File: config.mk
export PLATFORM = sky130hd
export DESIGN_NAME = sld_front
export DESIGN_NICKNAME = d
export VERILOG_FILES = /design/src/rtl/sld_pkg.sv /design/src/rtl/sld_front.sv
export SDC_FILE = /design/constraint.sdc
export NUM_CORES = 1
export LEC_CHECK = 0
export ABC_AREA = 1
export CORE_ASPECT_RATIO = 2
export CORE_UTILIZATION = 40
export DETAILED_ROUTE_END_ITERATION = 16
export DONT_BUFFER_PORTS = 1
export PLACE_DENSITY = 0.58
export SLEW_MARGIN = 20
export SYNTH_ARGS = -nofsm -noshare
export SYNTH_HDL_FRONTEND = slang
export SYNTH_SLANG_ARGS = --single-unit
File: constraint.sdc
create_clock -name clk -period 4 [get_ports clk]
set_input_delay 0.2 -clock clk [delete_from_list [all_inputs] [get_ports clk]]
set_output_delay 0.2 -clock clk [all_outputs]
set_load 0.1 [all_outputs]
File: src/rtl/sld_pkg.sv
// Shared types, constants and operation codes of the styled run line decoder.
package sld_pkg;

    // Default longest line accepted, in cells
    localparam int MAX_LINE_DEF = 1024;

    // Run store geometry: index wraps at the store depth
    localparam int STORE_DEPTH = 1024;
    localparam int STORE_AW    = $clog2(STORE_DEPTH);

    // Width of the column field of a result
    localparam int COL_W = 10;

    // Entries of the queue between front and back
    localparam int QUEUE_DEPTH = 4;

    // Operations passed from front to back
    localparam logic [2:0] OP_RUN   = 3'd0;  // store a run, optionally then start cells
    localparam logic [2:0] OP_START = 3'd1;  // start emitting cells of the line
    localparam logic [2:0] OP_CELL  = 3'd2;  // emit one styled cell
    localparam logic [2:0] OP_EMPTY = 3'd3;  // emit an empty-line marker
    localparam logic [2:0] OP_ERROR = 3'd4;  // emit an error

    // Result kinds
    localparam logic [1:0] KIND_CELL  = 2'd0;
    localparam logic [1:0] KIND_EMPTY = 2'd1;
    localparam logic [1:0] KIND_ERROR = 2'd2;

    // Error causes
    localparam logic [1:0] CAUSE_TRUNC    = 2'd0;
    localparam logic [1:0] CAUSE_OVERFLOW = 2'd1;
    localparam logic [1:0] CAUSE_SHORT    = 2'd2;
    localparam logic [1:0] CAUSE_TOO_LONG = 2'd3;

    // One input transaction
    typedef struct packed {
        logic [7:0] in_byte;
        logic       chunk_end;
    } item_t;

    // One result transaction
    typedef struct packed {
        logic [1:0]       kind;
        logic [1:0]       error_cause;
        logic [31:0]      char_code;
        logic [31:0]      fore_color;
        logic [31:0]      back_color;
        logic [15:0]      attr_bits;
        logic [COL_W-1:0] column;
        logic             last_in_line;
    } res_t;

    // One queued operation; the cell count travels beside it
    typedef struct packed {
        logic [2:0]          op;
        logic                start;
        logic [1:0]          cause;
        logic                last;
        logic [STORE_AW-1:0] idx;
        logic [31:0]         data_a;
        logic [31:0]         data_b;
        logic [15:0]         attr;
    } op_t;

endpackage

File: src/rtl/sld_front.sv
// Decoder front: assembles words from bytes, tracks the line format, checks it.
module sld_front #(
    parameter int MAX_LINE = sld_pkg::MAX_LINE_DEF,
    parameter int CNT_W    = $clog2(MAX_LINE + 1)
) (
    input  logic               clk,
    input  logic               rst_n,
    input  logic               item_valid,
    output logic               item_ready,
    input  sld_pkg::item_t     item,
    output logic               op_push,
    output sld_pkg::op_t       op,
    output logic [CNT_W-1:0]   op_cnt,
    input  logic               q_full
);

    // Line format phases
    localparam logic [2:0] PH_LEN   = 3'd0;
    localparam logic [2:0] PH_NRUNS = 3'd1;
    localparam logic [2:0] PH_FORE  = 3'd2;
    localparam logic [2:0] PH_BACK  = 3'd3;
    localparam logic [2:0] PH_ATTR  = 3'd4;
    localparam logic [2:0] PH_COUNT = 3'd5;
    localparam logic [2:0] PH_CODE  = 3'd6;

    localparam int AW = sld_pkg::STORE_AW;

    logic [2:0]       phase_reg, phase_next;
    logic [31:0]      shift_reg, shift_next;
    logic [1:0]       bcnt_reg, bcnt_next;
    logic [CNT_W-1:0] len_reg, len_next;
    logic [31:0]      runs_reg, runs_next;
    logic [CNT_W-1:0] filled_reg, filled_next;
    logic [31:0]      pfore_reg, pfore_next;
    logic [31:0]      pback_reg, pback_next;
    logic [15:0]      pattr_reg, pattr_next;
    logic [AW-1:0]    wr_idx_reg, wr_idx_next;
    logic [CNT_W-1:0] emitted_reg, emitted_next;
    logic             disc_reg, disc_next;

    logic             accept;
    logic             is_attr;
    logic             done;
    logic [31:0]      shifted;
    logic [31:0]      word;
    logic [CNT_W-1:0] rem;
    logic [31:0]      runs_new;
    logic [CNT_W-1:0] filled_new;
    logic             store;
    logic [CNT_W-1:0] emitted_inc;
    logic             last_cell;
    logic             err_hit;
    logic [1:0]       err_cause;
    logic             restart;

    assign item_ready = !q_full;
    assign accept     = item_valid && item_ready;

    // Word assembly, little-endian
    assign is_attr = (phase_reg == PH_ATTR);
    assign shifted = {item.in_byte, shift_reg[31:8]};
    assign done    = is_attr ? (bcnt_reg == 2'd1) : (bcnt_reg == 2'd3);
    assign word    = is_attr ? {16'h0000, shifted[31:16]} : shifted;

    // Run bookkeeping values for a completed run count or count word
    assign rem         = len_reg - filled_reg;
    assign runs_new    = (phase_reg == PH_NRUNS) ? word : runs_reg - 32'd1;
    assign filled_new  = (phase_reg == PH_NRUNS) ? '0 : filled_reg + word[CNT_W-1:0];
    assign store       = (phase_reg == PH_COUNT) && (word != 32'd0);
    assign emitted_inc = emitted_reg + 1'b1;
    assign last_cell   = (emitted_inc == len_reg);

    // Per-byte decode
    always_comb
    begin
        phase_next   = phase_reg;
        shift_next   = shift_reg;
        bcnt_next    = bcnt_reg;
        len_next     = len_reg;
        runs_next    = runs_reg;
        filled_next  = filled_reg;
        pfore_next   = pfore_reg;
        pback_next   = pback_reg;
        pattr_next   = pattr_reg;
        wr_idx_next  = wr_idx_reg;
        emitted_next = emitted_reg;
        disc_next    = disc_reg;
        op_push      = 1'b0;
        op           = '0;
        op_cnt       = '0;
        err_hit      = 1'b0;
        err_cause    = sld_pkg::CAUSE_TRUNC;
        restart      = 1'b0;

        if (accept)
        begin
            if (disc_reg)
            begin
                // Dropping bytes until the chunk ends
                if (item.chunk_end)
                begin
                    disc_next = 1'b0;
                    restart   = 1'b1;
                end
            end
            else
            begin
                shift_next = shifted;
                bcnt_next  = done ? 2'd0 : bcnt_reg + 2'd1;
                if (done)
                begin
                    unique case (phase_reg)
                        PH_NRUNS, PH_COUNT:
                        begin
                            if ((phase_reg == PH_COUNT) && (word > 32'(rem)))
                            begin
                                err_hit   = 1'b1;
                                err_cause = sld_pkg::CAUSE_OVERFLOW;
                            end
                            else
                            begin
                                runs_next   = runs_new;
                                filled_next = filled_new;
                                if (phase_reg == PH_NRUNS)
                                begin
                                    wr_idx_next = '0;
                                end
                                if (store)
                                begin
                                    wr_idx_next = wr_idx_reg + 1'b1;
                                    op.op       = sld_pkg::OP_RUN;
                                    op.idx      = wr_idx_reg;
                                    op.data_a   = pfore_reg;
                                    op.data_b   = pback_reg;
                                    op.attr     = pattr_reg;
                                    op_cnt      = filled_new;
                                end
                                if (runs_new != 32'd0)
                                begin
                                    phase_next = PH_FORE;
                                    op_push    = store;
                                end
                                else if (filled_new != len_reg)
                                begin
                                    err_hit   = 1'b1;
                                    err_cause = sld_pkg::CAUSE_SHORT;
                                end
                                else if (len_reg == '0)
                                begin
                                    op_push = 1'b1;
                                    op      = '0;
                                    op.op   = sld_pkg::OP_EMPTY;
                                    restart = 1'b1;
                                end
                                else
                                begin
                                    phase_next   = PH_CODE;
                                    emitted_next = '0;
                                    op_push      = 1'b1;
                                    if (store)
                                    begin
                                        op.start = 1'b1;
                                    end
                                    else
                                    begin
                                        op.op = sld_pkg::OP_START;
                                    end
                                end
                            end
                        end
                        PH_FORE:
                        begin
                            pfore_next = word;
                            phase_next = PH_BACK;
                        end
                        PH_BACK:
                        begin
                            pback_next = word;
                            phase_next = PH_ATTR;
                        end
                        PH_ATTR:
                        begin
                            pattr_next = word[15:0];
                            phase_next = PH_COUNT;
                        end
                        PH_CODE:
                        begin
                            op_push      = 1'b1;
                            op.op        = sld_pkg::OP_CELL;
                            op.data_a    = word;
                            op.last      = last_cell;
                            op_cnt       = emitted_reg;
                            emitted_next = emitted_inc;
                            if (last_cell)
                            begin
                                restart = 1'b1;
                            end
                        end
                        default:
                        begin
                            // Line length word
                            if (word > 32'(MAX_LINE))
                            begin
                                err_hit   = 1'b1;
                                err_cause = sld_pkg::CAUSE_TOO_LONG;
                            end
                            else
                            begin
                                len_next   = word[CNT_W-1:0];
                                phase_next = PH_NRUNS;
                            end
                        end
                    endcase
                end

                // Errors replace whatever the byte would have produced
                if (err_hit)
                begin
                    op_push   = 1'b1;
                    op        = '0;
                    op.op     = sld_pkg::OP_ERROR;
                    op.cause  = err_cause;
                    op_cnt    = '0;
                    disc_next = !item.chunk_end;
                    restart   = 1'b1;
                end
                else if (item.chunk_end)
                begin
                    if (!restart && ((phase_next != PH_LEN) || (bcnt_next != 2'd0)))
                    begin
                        op_push  = 1'b1;
                        op       = '0;
                        op.op    = sld_pkg::OP_ERROR;
                        op.cause = sld_pkg::CAUSE_TRUNC;
                        op_cnt   = '0;
                    end
                    restart = 1'b1;
                end
            end
        end

        // Back to expecting a line length
        if (restart)
        begin
            phase_next   = PH_LEN;
            shift_next   = '0;
            bcnt_next    = 2'd0;
            runs_next    = '0;
            filled_next  = '0;
            wr_idx_next  = '0;
            emitted_next = '0;
        end
    end

    always_ff @(posedge clk or negedge rst_n)
    begin
        if (!rst_n)
        begin
            phase_reg   <= PH_LEN;
            shift_reg   <= '0;
            bcnt_reg    <= 2'd0;
            len_reg     <= '0;
            runs_reg    <= '0;
            filled_reg  <= '0;
            pfore_reg   <= '0;
            pback_reg   <= '0;
            pattr_reg   <= '0;
            wr_idx_reg  <= '0;
            emitted_reg <= '0;
            disc_reg    <= 1'b0;
        end
        else
        begin
            phase_reg   <= phase_next;
            shift_reg   <= shift_next;
            bcnt_reg    <= bcnt_next;
            len_reg     <= len_next;
            runs_reg    <= runs_next;
            filled_reg  <= filled_next;
            pfore_reg   <= pfore_next;
            pback_reg   <= pback_next;
            pattr_reg   <= pattr_next;
            wr_idx_reg  <= wr_idx_next;
            emitted_reg <= emitted_next;
            disc_reg    <= disc_next;
        end
    end

    a_disc_idle: assert property (@(posedge clk) disable iff (!rst_n)
        disc_reg |-> (phase_reg == PH_LEN) && (bcnt_reg == 2'd0))
        else $error("discarding while mid-line");

    a_filled_le_len: assert property (@(posedge clk) disable iff (!rst_n)
        filled_reg <= len_reg)
        else $error("runs cover more cells than the line holds");

    a_emitted_lt_len: assert property (@(posedge clk) disable iff (!rst_n)
        (phase_reg == PH_CODE) |-> (emitted_reg < len_reg))
        else $error("cell position past line end");

endmodule

* After elaboration in Yosys (flattened, before gate mapping)
Cells that the tools add are included.
** Cells by class
- Add/sub/neg operators :: 6
- Magnitude comparators :: 2
- Equality and inequality tests :: 16
- Muxes and demuxes :: 122
- Bitwise logic cells :: 3
- Reductions and logical operators :: 29
** Operator list (number)
- $mux W97 :: 6
- $mux W32 :: 11
- $mux W96 :: 3
- $mux W11 :: 23
- $mux W90 :: 2
- $mux W10 :: 9
- $pmux W32 S2 :: 1
- $reduce_bool A32 Y1 :: 2
- $mux W48 :: 1
- $pmux W11 S2 :: 2
- $mux W3 :: 13
- $mux W1 :: 35
- $gt A32 B11 Y1 :: 1
- $gt A32 B11 Y1 const B :: 1
- $sub A32 B1 Y32 const B :: 1
- $mux W2 :: 9
- $pmux W3 S5 :: 1
- $ne A3 B3 Y1 const B :: 4
- $reduce_and A4 Y1 :: 3
- $add A11 B1 Y11 const B :: 1
- $add A11 B11 Y11 :: 1
- $eq A11 B11 Y1 :: 1
- $logic_not A11 Y1 :: 1
- $ne A11 B11 Y1 :: 1
- 26 further kinds :: 45
** Storage, ports and cells
- Bits in registers :: 193
- Bits of input ports :: 13
- Output and inout bits :: 110
- Word-level logic and storage cells :: 190

* Longest topological paths before layout
Gate-level depths: netlist of the first run.
- Word-level depth :: 20
- Gate-level depth with buffers :: 34
- Gate-level depth less buffers :: 31

* Least setup slack after synthesis of the first run
OpenSTA, ideal clock, no wires.
- Path kind :: flip-flop to output port
- Start :: register len_reg[0]
- End :: output port op[91] (netlist bit)
- Arrival :: 5.419 ns
- Data required time :: 3.800 ns
- Path slack :: -1.619 ns
- Cell stages (with the launch flop) :: 25
- Buffers on the path :: 0
- Cell sequence :: dfrtp_1 inv_1 ha_1 inv_1 fa_1 a21oi_1 o21bai_1 a21oi_1 o21bai_1 a21oi_1 o21ai_0 a21o_1 a21oi_1 xor2_1 ha_1 nand2_1 nor3_2 nand2_1 nand3_1 nand3_2 nand2_1 nand2_1 nand2_1 nand2_2 a211oi_1
** RTL lines
- start: declaration :: line sld_front.sv:31 : logic [CNT_W-1:0] len_reg, len_next;
- start signal: assignment :: line sld_front.sv:277 : len_reg <= len_next;
- end: declaration :: line sld_front.sv:12 : output sld_pkg::op_t op,

==> impl_metrics.yaml, run 1 <==
pwr:
  switching_share: 0.3103
  p_sw_mw: 1.517
  seqPwrFrac: 0.406
  p_clk_frac: 0.381
  pwr-share-comb: 0.212
  ir_drop_v: 0.0002223
  power_density_nw_per_um2: 260.1
  power.total_mw: 4.887
  p_leak_nw: 8.884
  power.internal_mw: 3.371
floorplan:
  die_h_um: 255.3
  core-area_sq_um: 31540
  rows: 92
  ios: 123
  initial_core_util: 0.4069
  fp.dieArea_sq_um: 32850
  die_w_um: 128.7
cells_and_area:
  utilization: 0.5958
  fillers: 2964
  multi_input_area_sq_um: 7685
  stdcell_count: 2642
  diodes: 0
  finalNetCount: 2255
  seqCellArea_sq_um: 4629
  postLayoutCellArea_sq_um: 18790
  drive_gt1_frac: 0.2379
  area_growth_pct: 46.43
run_status:
  status: "complete, but fails checks"
  failed_checks: "hold timing, setup timing"
placement:
  gp_congestion: 0.9484
  dpl-instance-area_sq_um: 17390
  io_buffers: 0
  dp_hpwl_mm: 33.44
  placement.setup.worst_slack_ns: -0.6496
  dp.cells: 2573
setup_path:
  cpMaxStageDelayCell: "dfrtp_1"
  cp.arrival_ns: 4.95
  startpoint_type: "flop"
  critPathMostFrequentCell: "buf_12"
  rrSetupSlack_ns: -0.55
  cp_data_required_time_ns: 3.80
  critPathMaxStageDelay_ns: 0.39
  path_max_fanout: 9
  path_class: "reg2out"
  cp-end-kind: "output port"
clock_tree:
  cts_root_buf: "clkbuf_16"
  insertion_delay_ns: 0.46
  ctsHoldBuffers: 5
  cts_buffers: 17
  clock-sinks: 185
  clk_path_buf_depth: 2
  clkSlewWorstSetupHoldPaths_ns: 0.08
  ctsHtreeMaxLevel: 4
  cts_tree: "done"
yosys:
  synth.avg_cell_area_sq_um: 6.554
  synthCells: 1958
  synthDistinctLibCells: 46
  yosysSeqAreaShare: 0.3607
  postSynthNetCount: 2007
  yosys_warnings: 0
  synth_seq_cells: 185
  syn_area_sq_um: 12830
global_route:
  antenna_found_initial: 0
  grt_pass1_wl_mm: 70.72
  grt_overflow: 0
  grt_max_degree: 186
  grt_usage: 0.2801
  first_global_vias: 13491
run:
  cap_violations: 0
detailed_routing:
  drtPass1Iterations: 7
  routed_wl_mm: 44.89
  drc: 0
  wl_per_cell_um: 16.99
  antenna_left: 0
  drt_iter0_markers: 830
  vias: 13640
  vias_per_cell: 5.163
sta:
  hold_violations: 185
  slew_violations: 0
  fmax_mhz: 194.1
  finClkSkew_ns: 0.01524
  layout_setup_ws_ns: -1.152
  rsz0062_at_grt: "yes"
  slew_headroom: 0.3321
  setup_viol: 203
  whs_ns: -0.5739
  layout_min_cycle_time_ns: 5.152
  worst_pin_slew_ns: 0.9983
  period_share: 1.288
  fin_tns_setup_ns: -153.87
min_path:
  hp-class: "in2async"
power by group through the flow:
stage / combinational [mW] / sequential [mW] / clock [mW]
after floorplan: 0.506 / 2.01 / 0
after global placement: 0.847 / 2.02 / 0
after detailed placement: 0.858 / 2.02 / 0
after CTS: 0.985 / 1.98 / 1.89
after global routing: 1.12 / 2.00 / 1.96
final: 1.04 / 1.99 / 1.86
cells in the final DEF, fill, tap and decap left out, drive strengths merged:
cell         netlist  final
o211ai             1      1
o21bai             6      6
nand4             37     37
nor2             250    250
a211oi             1      1
a21oi             42     42
a22o               1      1
dfrtp            185    185
nor4               3      3
a31oi              1      1
bufinv             0      3
o22ai             23     23
clkinvlp           0      3
nor3              10     10
o21ai            217    217
a21o               1      1
clkbuf            48     21
or2                1      1
ha                34     34
bufbuf             0      1
o21a               1      1
and2               1      1
clkinv             2      6
dlygate4sd3        0      5
fa                 2      2
xor2              20     20
nand2            568    568
nand3b             3      3
buf               36    304
o221ai             1      1
nand3            162    162
a22oi              6      6
inv              286    290
xnor2              9      9
area by class of cell:
class / count / share of cell area
tap: 423 / 0.02816
clock inverter: 14 / 0.01072
sequential: 185 / 0.2464
inverter: 288 / 0.05806
multi-input combinational: 1401 / 0.4089
timing repair buffer: 313 / 0.2244
clock buffer: 18 / 0.02337
what timing repair did:
action / in CTS / in global routing
cloned: 7 / 4
endpoints found under the setup margin: 203 / 203
setup buffers: 10 / 11
pin swaps: 5 / 6
resized for setup: 46 / 9
hold endpoints to repair: 192 / 185
synth_stat cells (all sizes together):
cell type,number,share of area
nand4,37,0.018
buf,36,0.018
a22o,1,0.00068
and2,1,0.00049
clkbuf,48,0.014
xor2,20,0.014
a22oi,6,0.0035
nor3,10,0.0043
xnor2,9,0.0061
o21bai,6,0.0035
o22ai,23,0.011
inv,286,0.084
clkinv,2,0.00059
o221ai,1,0.00068
o21a,1,0.00059
nand2,568,0.17
dfrtp,185,0.36
ha,34,0.033
or2,1,0.00049
a31oi,1,0.00049
a21oi,42,0.017
a21o,1,0.00059
fa,2,0.0031
nor4,3,0.0015
nand3b,3,0.0018
o211ai,1,0.00059
nand3,162,0.064
nor2,250,0.083
a211oi,1,0.00059
o21ai,217,0.087
layer usage:
layer	part of all wire	track usage	wire (um)
met4	0.054	0.1487	2435
met2	0.54	0.5119	24110
met5	0	0	0
met1	0.37	0.3072	16730
met3	0.036	0.03664	1616
critical path, delay by kind of cell (launching register included):
| family | cells | cell delay (ns) |
|---|---|---|
| adder cells (fa/ha/maj) | 3 | 0.73 |
| AND/OR/NAND/NOR | 11 | 1.14 |
| AO/OA/AOI/OAI | 8 | 1.06 |
| XOR/XNOR | 1 | 0.16 |
| flip-flops | 1 | 0.39 |
| buffers and inverters | 8 | 0.97 |
cells by family (layout without fill, tap and decap cells):
group,after synthesis,after routing,synth area share
xor gates and xnor gates,29,29,0.01979
DFF,185,185,0.3607
adders and majority gates,36,36,0.03627
AOI/OAI and AO/OA,301,301,0.1258
and+or+nand+nor,1035,1035,0.3412
buffers and inverters,372,633,0.1162
worst paths after layout:
kind | from | endpoint | cells after the start
worst min register to register | pback_reg[10] | pback_reg[10] | 2
min in group clk | item[8] | shift_reg[31] | 2
worst max-delay path | len_reg[0] | op[81] | 31
worst min-delay path | rst_n | runs_reg[16] | 0
worst max register to register | len_reg[0] | wr_idx_reg[1] | 33
max in group asynchronous | rst_n | len_reg[1] | 0
(Power assumes the default switching activity.)
==> run 2: changes to the inputs <==
Settings changed: CORE_UTILIZATION 40 to 35, PLACE_DENSITY 0.58 to 0.53.
==> run 2 against run 1 <==
The run still ends with hold timing, setup timing left. Clock skew is essentially flat. Final cell count up 1.7%. Clock-buffer cell count down 1. Sequential cell count stayed put. Cell area increased by 1.6%. Non-clock buffer count increased by 19. Core utilization fell by 6.4 points. Clock power fell by 8%. Power is 1.6% lower. Via count about the same. Sequential share of layout area fell by 0.39 points.
==> impl_metrics.yaml, run 2 (same netlist as run 1, synthesis figures left out) <==
sta:
  slew_headroom: 0.3267
  layout_min_cycle_time_ns: 5.116
  setup_viol: 203
  fin_tns_setup_ns: -148.66
  fmax_mhz: 195.4
  period_share: 1.279
  finClkSkew_ns: 0.01515
  worst_pin_slew_ns: 1.009
  slew_violations: 0
  whs_ns: -0.5684
  layout_setup_ws_ns: -1.116
  hold_violations: 185
  rsz0062_at_grt: "yes"
setup_path:
  path_max_fanout: 7
  critPathMostFrequentCell: "a21oi_2"
  cp-end-kind: "output port"
  cpMaxStageDelayCell: "dfrtp_1"
  cp_data_required_time_ns: 3.80
  cp.arrival_ns: 4.92
  critPathMaxStageDelay_ns: 0.39
  startpoint_type: "flop"
  path_class: "reg2out"
global_route:
  grt_usage: 0.2573
  first_global_vias: 13555
  grt_overflow: 0
  grt_max_degree: 186
  gr-usage-met2: 0.4644
  grt_pass1_wl_mm: 72.91
  antenna_found_initial: 0
  met3_usage: 0.03580
  busiest_layer: "met2"
  grt_use_met1: 0.2772
floorplan:
  core-area_sq_um: 35930
  initial_core_util: 0.3572
  fp.dieArea_sq_um: 37480
  die_h_um: 272.8
  ios: 123
  rows: 98
  die_w_um: 137.4
detailed_routing:
  antenna_left: 0
  vias_per_cell: 5.077
  routed_wl_mm: 46.54
  drt_iter0_markers: 865
  wl_per_cell_um: 17.31
  drc: 0
  vias: 13647
  drtPass1Iterations: 5
run_status:
  status: "complete, but fails checks"
  failed_checks: "hold timing, setup timing"
cells_and_area:
  final_common_cell: "nand2_1"
  multi_input_area_sq_um: 7790
  diodes: 0
  seqCellArea_sq_um: 4629
  drive_gt1_frac: 0.2502
  finalNetCount: 2274
  utilization: 0.5315
  final_cell_mix: "nand2_1 (554), inv_1 (272), o21ai_0 (196)"
  fillers: 3451
  area_growth_pct: 48.80
clock_tree:
  cts_buffers: 17
  cts_tree: "done"
  ctsHtreeMaxLevel: 4
  clock-sinks: 185
  clk_path_buf_depth: 2
  insertion_delay_ns: 0.47
  cts_root_buf: "clkbuf_16"
  ctsHoldBuffers: 5
  clkSlewWorstSetupHoldPaths_ns: 0.08
run:
  cap_violations: 0
placement:
  gp_congestion: 0.9375
  io_buffers: 0
  dp_hpwl_mm: 34.34
pwr:
  power_density_nw_per_um2: 251.9
  ir_drop_v: 0.0003290
  p_leak_nw: 9.024
min_path:
  hp-class: "in2async"
==> run 2: changes by cell type in the layout (fill, tap and decap cells not counted), moves of 3 or more <==
cell | previous run | this run
buf_4 | 164 | 179
o22ai_1 | 14 | 9
o22ai_2 | 9 | 14
bufbuf_16 | 1 | 4
bufinv_16 | 3 | 0
nand3_1 | 154 | 151
o21ai_0 | 199 | 196
o21ai_2 | 7 | 10
==> run 2: through the flow <==
step	setup WS, ns	std cells	hold slack [ns]	power [mW]	instance area (sq um)
after global routing	-1.401	2688	-0.5919	4.992	19100
after global placement	-0.6754	2616	-0.08918	2.897	17580
after detailed placement	-0.7316	2616	-0.08923	2.909	17580
final	-1.116	2688	-0.5684	4.810	19100
after CTS	-1.091	2680	-0.5977	4.738	18800
after floorplan	-0.5233	1958	-0.09559	2.515	13720
==> run 2: worst max-delay path, delay by kind of cell (launching register included) <==
family                   cells  cell delay (ns)
XOR/XNOR                     1             0.16
flip-flops                   1             0.39
adder cells (fa/ha/maj)      3             0.71
AO/OA/AOI/OAI               10             1.32
AND/OR/NAND/NOR             10             1.06
buffers and inverters        7             0.82
==> run 2: routing by layer <==
layer / routed length [um] / up-vias
met1: 17040 / 6418
li1: - / 6738
met2: 24840 / 369
met4: 2807 / 0
met5: 0 / -
met3: 1843 / 122
==> run 2: what timing repair did <==
action	4_1_cts	5_1_grt
hold endpoints to repair	190	185
setup buffers	16	7
resized for setup	42	42
cloned	11	4
endpoints found under the setup margin	203	203
pin swaps	14	10
==> run 2: final timing paths <==
kind | from | to | slack (ns) | cells after the start
min | rst_n | runs_reg[19] | -0.57 | 0
min reg2reg | pback_reg[11] | pback_reg[11] | 0.49 | 2
max reg2reg | len_reg[0] | emitted_reg[4] | -0.56 | 32
max in group asynchronous | rst_n | pback_reg[5] | 4.04 | 0
min in group clk | item[8] | shift_reg[31] | 0.03 | 2
max | len_reg[0] | op[15] | -1.12 | 31
==> run 2: area by class of cell <==
type,instances,share of cell area
Multi-Input combinational cell,1401,0.4079
Sequential cell,185,0.2424
Timing Repair Buffer,332,0.2325
Inverter,288,0.05707
Tap cell,450,0.02949
Clock buffer,17,0.02228
Clock inverter,15,0.008256
==> run 2: where the power goes <==
part           internal (mW)  switching (mW)  total (mW)  leakage (nW)
clock                  0.836           0.882        1.72         0.280
combinational          0.436           0.670        1.11          6.18
sequential              1.94          0.0468        1.99          2.56
total                   3.21            1.60        4.81          9.02
